--- src/ground_sensor_window_classifier_top_macros.svh ---
// assertion macros for the floor classifier
`ifndef GROUND_SENSOR_WINDOW_CLASSIFIER_TOP_MACROS_SVH
`define GROUND_SENSOR_WINDOW_CLASSIFIER_TOP_MACROS_SVH

`ifndef SYNTHESIS
`define GSWC_ASSERT(label, clk, rst, prop) \
   label: assert property (@(posedge clk) disable iff (rst) (prop)) \
      else $error("assertion failed");
`define GSWC_ASSERT_RST(label, clk, prop) \
   label: assert property (@(posedge clk) (prop)) \
      else $error("assertion failed");
`else
`define GSWC_ASSERT(label, clk, rst, prop)
`define GSWC_ASSERT_RST(label, clk, prop)
`endif

`endif

--- src/gswc_pkg.sv ---
`timescale 1ns / 1ps

package gswc_pkg;

   localparam int WINDOW = 10;

   localparam int LEVEL_W     = 12;
   localparam int CNT_FIELD_W = 5;
   localparam int CLASS_W     = 2;

   localparam int PTR_W   = (WINDOW > 1) ? $clog2(WINDOW) : 1;
   localparam int FILL_W  = $clog2(WINDOW + 1);
   localparam int COUNT_W = $clog2(3 * WINDOW + 1);
   localparam int CMP_W   = (COUNT_W > CNT_FIELD_W) ? COUNT_W : CNT_FIELD_W;

   localparam int REQ_DATA_W = 40;
   localparam int RSP_DATA_W = 16;

   localparam logic [LEVEL_W-1:0]     BLACK_THR_RESET = 12'd82;
   localparam logic [LEVEL_W-1:0]     WHITE_THR_RESET = 12'd3973;
   localparam logic [CNT_FIELD_W-1:0] DECISION_RESET  = 5'd8;

   localparam logic [1:0] CSR_BLACK_THR = 2'd0;
   localparam logic [1:0] CSR_WHITE_THR = 2'd1;
   localparam logic [1:0] CSR_DECISION  = 2'd2;

   localparam logic [CLASS_W-1:0] CLASS_BLACK = 2'd0;
   localparam logic [CLASS_W-1:0] CLASS_GRAY  = 2'd1;
   localparam logic [CLASS_W-1:0] CLASS_WHITE = 2'd2;

   typedef struct packed {
      logic [LEVEL_W-1:0] white_threshold;
      logic [LEVEL_W-1:0] black_threshold;
   } thr_type;

   typedef struct packed {
      logic [2:0] white;
      logic [2:0] black;
   } mark_type;

   typedef struct packed {
      logic [CNT_FIELD_W-1:0] white_total;
      logic [CNT_FIELD_W-1:0] black_total;
      logic [CLASS_W-1:0]     floor_class;
   } result_type;

   function automatic logic [1:0] ones3(input logic [2:0] v);
      ones3 = {1'b0, v[0]} + {1'b0, v[1]} + {1'b0, v[2]};
   endfunction

endpackage

--- src/gswc_mark.sv ---
`timescale 1ns / 1ps

module gswc_mark (
   input  logic [gswc_pkg::LEVEL_W-1:0] left_level,
   input  logic [gswc_pkg::LEVEL_W-1:0] center_level,
   input  logic [gswc_pkg::LEVEL_W-1:0] right_level,
   input  gswc_pkg::thr_type            thr,
   output gswc_pkg::mark_type           marks
);
   import gswc_pkg::*;

   logic [LEVEL_W-1:0] level [3];

   assign level[0] = left_level;
   assign level[1] = center_level;
   assign level[2] = right_level;

   always_comb begin
      for (int i = 0; i < 3; i++) begin
         marks.black[i] = level[i] < thr.black_threshold;
         marks.white[i] = !(level[i] < thr.black_threshold) &&
                          (level[i] > thr.white_threshold);
      end
   end

endmodule

--- src/gswc_window.sv ---
`timescale 1ns / 1ps

module gswc_window (
   input  logic                              clock,
   input  logic                              reset,
   input  logic                              step,
   input  gswc_pkg::mark_type                marks,
   input  logic [gswc_pkg::CNT_FIELD_W-1:0]  decision_count,
   output gswc_pkg::result_type              result
);
   import gswc_pkg::*;

   mark_type           window_ff [WINDOW];
   logic [PTR_W-1:0]   wr_ptr_ff;
   logic [PTR_W-1:0]   wr_ptr_in;
   logic [FILL_W-1:0]  fill_ff;
   logic [FILL_W-1:0]  fill_in;
   logic [COUNT_W-1:0] black_ff;
   logic [COUNT_W-1:0] black_in;
   logic [COUNT_W-1:0] white_ff;
   logic [COUNT_W-1:0] white_in;
   logic               full;
   mark_type           oldest;
   logic [CMP_W-1:0]   black_cmp;
   logic [CMP_W-1:0]   white_cmp;
   logic [CMP_W-1:0]   limit_cmp;

   assign full   = (fill_ff == FILL_W'(WINDOW));
   assign oldest = window_ff[wr_ptr_ff];

   always_comb begin
      black_in  = black_ff + COUNT_W'(ones3(marks.black));
      white_in  = white_ff + COUNT_W'(ones3(marks.white));
      fill_in   = fill_ff;
      wr_ptr_in = (wr_ptr_ff == PTR_W'(WINDOW - 1)) ? '0 : wr_ptr_ff + 1'b1;
      if (full) begin
         black_in = black_in - COUNT_W'(ones3(oldest.black));
         white_in = white_in - COUNT_W'(ones3(oldest.white));
      end else begin
         fill_in = fill_ff + 1'b1;
      end
   end

   assign black_cmp = CMP_W'(black_in);
   assign white_cmp = CMP_W'(white_in);
   assign limit_cmp = CMP_W'(decision_count);

   always_comb begin
      if (black_cmp > limit_cmp) begin
         result.floor_class = CLASS_BLACK;
      end else if (white_cmp > limit_cmp) begin
         result.floor_class = CLASS_WHITE;
      end else begin
         result.floor_class = CLASS_GRAY;
      end
      result.black_total = black_cmp[CNT_FIELD_W-1:0];
      result.white_total = white_cmp[CNT_FIELD_W-1:0];
   end

   always_ff @(posedge clock) begin
      if (step) begin
         window_ff[wr_ptr_ff] <= marks;
      end
   end

   always_ff @(posedge clock) begin
      if (reset) begin
         wr_ptr_ff <= '0;
         fill_ff   <= '0;
         black_ff  <= '0;
         white_ff  <= '0;
      end else if (step) begin
         wr_ptr_ff <= wr_ptr_in;
         fill_ff   <= fill_in;
         black_ff  <= black_in;
         white_ff  <= white_in;
      end
   end

`include "ground_sensor_window_classifier_top_macros.svh"

   `GSWC_ASSERT(a_fill_bound, clock, reset, fill_ff <= FILL_W'(WINDOW))
   `GSWC_ASSERT(a_ptr_tracks_fill, clock, reset, full || (FILL_W'(wr_ptr_ff) == fill_ff))
   `GSWC_ASSERT(a_totals_bound, clock, reset,
                (CMP_W'(black_ff) + CMP_W'(white_ff)) <= CMP_W'(3 * fill_ff))

endmodule

--- src/ground_sensor_window_classifier_top.sv ---
`timescale 1ns / 1ps
// an accepted req transfer is registered in the input stage, then in the response stage, before rsp
// throughput: one item per cycle, sustained while rsp_tready stays high
// the window bookkeeping updates once per item in the second stage
// reset (synchronous, active high): thresholds return to 82 / 3973 / 8,
// the window empties and both pipeline stages drop their items

module ground_sensor_window_classifier_top (
   input  logic                               clock,
   input  logic                               reset,
   input  logic                               req_tvalid,
   output logic                               req_tready,
   // left_level [11:0], center_level [23:12], right_level [35:24], zero [39:36]
   input  logic [gswc_pkg::REQ_DATA_W-1:0]    req_tdata,
   output logic                               rsp_tvalid,
   input  logic                               rsp_tready,
   // floor_class [1:0], black_total [6:2], white_total [11:7], zero [15:12]
   output logic [gswc_pkg::RSP_DATA_W-1:0]    rsp_tdata,
   input  logic                               csr_valid,
   output logic                               csr_ready,
   input  logic [1:0]                         csr_index,
   input  logic [gswc_pkg::LEVEL_W-1:0]       csr_data
);
   import gswc_pkg::*;

   thr_type                thr_ff;
   logic [CNT_FIELD_W-1:0] decision_ff;

   logic                   stage_valid_ff;
   logic [LEVEL_W-1:0]     left_ff;
   logic [LEVEL_W-1:0]     center_ff;
   logic [LEVEL_W-1:0]     right_ff;

   logic                   rsp_valid_ff;
   result_type             rsp_ff;

   logic                   advance;
   logic                   step;
   mark_type               marks;
   result_type             result;

   assign csr_ready = 1'b1;

   always_ff @(posedge clock) begin
      if (reset) begin
         thr_ff.black_threshold <= BLACK_THR_RESET;
         thr_ff.white_threshold <= WHITE_THR_RESET;
         decision_ff            <= DECISION_RESET;
      end else if (csr_valid) begin
         case (csr_index)
            CSR_BLACK_THR: thr_ff.black_threshold <= csr_data;
            CSR_WHITE_THR: thr_ff.white_threshold <= csr_data;
            CSR_DECISION:  decision_ff <= csr_data[CNT_FIELD_W-1:0];
            default: begin
            end
         endcase
      end
   end

   assign advance    = !rsp_valid_ff || rsp_tready;
   assign step       = stage_valid_ff && advance;
   assign req_tready = !stage_valid_ff || advance;

   always_ff @(posedge clock) begin
      if (reset) begin
         stage_valid_ff <= 1'b0;
      end else if (req_tready) begin
         stage_valid_ff <= req_tvalid;
      end
   end

   always_ff @(posedge clock) begin
      if (req_tvalid && req_tready) begin
         left_ff   <= req_tdata[LEVEL_W-1:0];
         center_ff <= req_tdata[2*LEVEL_W-1:LEVEL_W];
         right_ff  <= req_tdata[3*LEVEL_W-1:2*LEVEL_W];
      end
   end

   gswc_mark u_mark (
      .left_level   (left_ff),
      .center_level (center_ff),
      .right_level  (right_ff),
      .thr          (thr_ff),
      .marks        (marks)
   );

   gswc_window u_window (
      .clock          (clock),
      .reset          (reset),
      .step           (step),
      .marks          (marks),
      .decision_count (decision_ff),
      .result         (result)
   );

   always_ff @(posedge clock) begin
      if (reset) begin
         rsp_valid_ff <= 1'b0;
      end else if (advance) begin
         rsp_valid_ff <= stage_valid_ff;
      end
   end

   always_ff @(posedge clock) begin
      if (step) begin
         rsp_ff <= result;
      end
   end

   assign rsp_tvalid = rsp_valid_ff;
   assign rsp_tdata  = {{(RSP_DATA_W - $bits(result_type)){1'b0}}, rsp_ff};

`include "ground_sensor_window_classifier_top_macros.svh"

   `GSWC_ASSERT_RST(a_reset_empties, clock, reset |=> (!rsp_valid_ff && !stage_valid_ff))
   `GSWC_ASSERT(a_step_fills_rsp, clock, reset, step |=> rsp_valid_ff)
   `GSWC_ASSERT(a_stall_holds_stage, clock, reset,
                (stage_valid_ff && !advance) |=> (stage_valid_ff && $stable(left_ff)))

endmodule

--- config.mk ---
export PLATFORM = sky130hd
export DESIGN_NAME = ground_sensor_window_classifier_top
export DESIGN_NICKNAME = d
export VERILOG_FILES = /design/src/gswc_pkg.sv /design/src/gswc_mark.sv /design/src/gswc_window.sv /design/src/ground_sensor_window_classifier_top.sv
export VERILOG_INCLUDE_DIRS = /design/src /design/src/src
export SDC_FILE = /design/constraint.sdc
export NUM_CORES = 1
export LEC_CHECK = 0
export ABC_AREA = 1
export ABC_CLOCK_PERIOD_IN_PS = 8800
export BUFFER_PORTS_ARGS = -buffer_cell sky130_fd_sc_hd__buf_4
export CORE_ASPECT_RATIO = 0.9
export CORE_MARGIN = 4
export CORE_UTILIZATION = 50
export DETAILED_ROUTE_END_ITERATION = 10
export PLACE_DENSITY = 0.69
export SLEW_MARGIN = 20
export SYNTH_ARGS = -nofsm -noshare
export SYNTH_HDL_FRONTEND = slang
export SYNTH_SLANG_ARGS = --single-unit
--- constraint.sdc ---
create_clock -name clock -period 8.8 [get_ports clock]
set_input_delay 0 -clock clock [delete_from_list [all_inputs] [get_ports clock]]
set_output_delay 0 -clock clock [all_outputs]
set_load 0.02 [all_outputs]
==> flow_summary.ini <==
[sta]
fin_crit_ns = 6.07
hold_viol = 0
max_freq_mhz = 165
timing_worst_slew_pin_value_ns = 0.969
setup_ws_final_ns = 2.73
report.final.slew_viol_count = 0
worst_clock_skew_ns = 0.00638
total_neg_setup_slack_ns = 0
grt_setup_unrepaired = no
timing.slew.headroom_pct = 34.9
min_period_over_period_pct = 69.0
report.final.setup_viol = 0

[floorplan]
die_area_mm2 = 0.0192
fp.dieH_um = 132
core_rows = 45
die_w_um = 146
core_mm2 = 0.0168
initial_core_util_pct = 50.7
num_io_pins = 78

[final_layout]
drive_gt1_share_pct = 11.1
n_antenna_cell = 0
finish.net_count = 1177
area_overhead_vs_synth_pct = 22.0
layout.cells.most_common_list = nand2_1 (157), inv_1 (152), edfxtp_1 (108), ha_1 (89), buf_4 (72)
final_cell_area_mm2 = 0.0104
layout.cells.most_common = nand2_1

[worst_setup_path]
worstSetupEndpointType = flop
start_kind = flop
cp.required_ns = 8.99
path_buf_inv = 5
critical-path-max-stage-delay_ns = 0.66
critical-path-top-delay-family = adder cells
setup.worst_path.class = reg2reg
path_max_fanout = 11
crit_path_frequent_cell = nand2_1
crit_path_top_delay_cell = nor2_1
critical_path_arrival_ns = 6.26

[flow_run]
timing.max_cap.violations = 0

[clock_network]
htree_levels = 4
cts_root_buffer = clkbuf_16
clockBufferDepth = 2
numClockSinks = 161
cts_buffers = 17
worstSkewPairLatency_ns = 0.43
clk_transition_reported_paths_ns = 0.06
cts_repair_resize_count = 0
cts_tree = built

[placed_design]
place_congestion = 0.806
hpwlAfterDp_um = 12800
input_output_buffers = 68
area_post_placement_mm2 = 0.00922
worst_setup_timing_slack_at_the_placement_stage_ns = 2.77

[power]
power.sequential.fraction_pct = 43.8
power-per-cell-area_mw_per_mm2 = 190
internal_power_mw = 1.46
power_frac_comb_pct = 17.6
switching_share_pct = 26.1
max-vdd-ir-drop_mv = 0.129
p_leak_nw = 4.66
total_power_mw = 1.98
power.switching_uw = 516
part_of_the_total_power_dissipated_in_the_clock_network_pct = 38.6

[routing]
drt-wirelength-per-cell_um = 15.1
route.detailed.drc = 0
detailedRoute.firstPassIterationCount = 5
final_antenna_net_count = 0
via_per_inst = 5.10
via_count = 6334
finalWirelength_um = 18800
drt-initial-drc-count = 358

[outcome]
status = complete, no violations

[synthesis]
postSynth.asyncResetShare_pct = 0
synth.yosys.seq_area_share_pct = 50.4
post_synth.cell_area_avg_um2 = 9.61
synth_flop_cell = edfxtp_1
number_of_enable_type_register_cells_in_the_synthesized_netlist = 108
post_synth_num_cell_types = 35
yosys_warning_count = 0
syn-instance-count = 889
synth.ff_latch_count = 161
netlist_area_mm2 = 0.00854

[global_route]
grt_pass1_wl_um = 30800
grt_pass1_vias = 6251
aggregate_global_routing_overflow = 0
grt_start_max_net_pins = 55
track_usage_pct = 20.2
grt_antenna_before_repair = 0

[min_path]
worstHoldPathType = in2reg
[synthesized netlist by cell type (2+ instances only)]
master,n,share of area (%)
nand2_1,157,6.9
inv_1,152,6.7
edfxtp_1,108,38
ha_1,89,13
a21oi_1,71,4.2
nand3_1,55,3.2
dfxtp_1,53,12
o21ai_0,47,2.8
nor2_1,42,1.8
o211ai_1,23,2.0
buf_2,15,0.88
nand4_1,14,1.0
fa_1,10,2.3
buf_4,6,0.53
o21ai_2,5,0.51
inv_2,4,0.18
mux2i_1,4,0.47
nor3_1,4,0.23
a21o_1,3,0.26
clkbuf_1,3,0.13
o21a_1,3,0.26
o21bai_1,3,0.26
xnor2_1,3,0.31
a211oi_1,2,0.18
conb_1,2,0.088
mux2_2,2,0.26
[worst paths after layout]
path	startpoint	endpoint	cells past startpoint	slack [ns]
worst max register to register	right_ff[11]	rsp_tdata[0]	31	2.73
worst max-delay path	right_ff[11]	rsp_tdata[0]	31	2.73
worst min register to register	decision_ff[3]	decision_ff[3]	2	0.47
worst min-delay path	csr_index[0]	decision_ff[2]	4	0.07
[power groups by stage]
stage                     clock [mW]  sequential, mW  combinational [mW]
after floorplan                    0           0.881               0.229
after global placement             0           0.881               0.315
after detailed placement           0           0.881               0.327
after CTS                      0.771           0.865               0.350
after global routing           0.803           0.868               0.405
final                          0.764           0.865               0.347
[repair_timing]
item	CTS	global route
hold endpoints to repair	73	0
hold buffers	61	0
setup buffers	0	0
[stage by stage]
| step | hold WS, ns | cells | utilization [%] |
|---|---|---|---|
| 2_1_floorplan | 0.0989 | 892 | - |
| 3_3_place_gp | 0.178 | 1150 | 54.7 |
| 3_5_place_dp | 0.179 | 1150 | 54.7 |
| 4_1_cts | 0.0411 | 1243 | 61.9 |
| 5_1_grt | 0.0944 | 1243 | 61.9 |
| 6_report | 0.0722 | 1243 | 61.9 |
[layer usage]
layer | wire length, um | up-vias | global-route usage, %
li1 | - | 3244 | -
met1 | 9030 | 2923 | 27.5
met2 | 8630 | 139 | 32.4
met3 | 738 | 28 | 3.71
met4 | 354 | 0 | 7.23
met5 | 0 | - | 0
[cell families after synthesis]
| logic type | count (synthesis) | share of synthesized area [%] |
|---|---|---|
| AND/OR/NAND/NOR | 278 | 14.0 |
| flip-flops | 161 | 50.4 |
| adder cells (fa/ha/maj) | 99 | 15.4 |
| buffers and inverters | 181 | 8.52 |
| XOR/XNOR | 4 | 0.410 |
| AO/OA/AOI/OAI | 158 | 10.5 |
| multiplexers | 6 | 0.732 |
| other | 2 | 0.0879 |
[worst register-to-register path: cells and delay by family, from the launching register on]
family	cells	cell delay, ns
AO/OA/AOI/OAI	1	0.08
adder cells (fa/ha/maj)	7	2.78
AND/OR/NAND/NOR	18	2.26
flip-flops	1	0.41
buffers and inverters	5	0.31
[final cells by class]
type | instances | area (um^2)
Timing Repair Buffer | 133 | 1150
Inverter | 156 | 586
Tap cell | 211 | 264
Sequential cell | 161 | 4300
Clock buffer | 19 | 433
Clock inverter | 13 | 166
Fill cell | 1386 | 6410
Multi-Input combinational cell | 550 | 3520
[flip-flops by register name, summed over array words and instances (netlist names), named ones only]
register	count
rsp_tvalid	1
u_window.window_ff	60
rsp_tdata	12
u_window.white_ff	5
right_ff	12
center_ff	12
stage_valid_ff	1
decision_ff	5
u_window.wr_ptr_ff	4
thr_ff	24
u_window.fill_ff	4
u_window.black_ff	5
left_ff	12
Note: power is estimated with default switching activity, not from simulation.
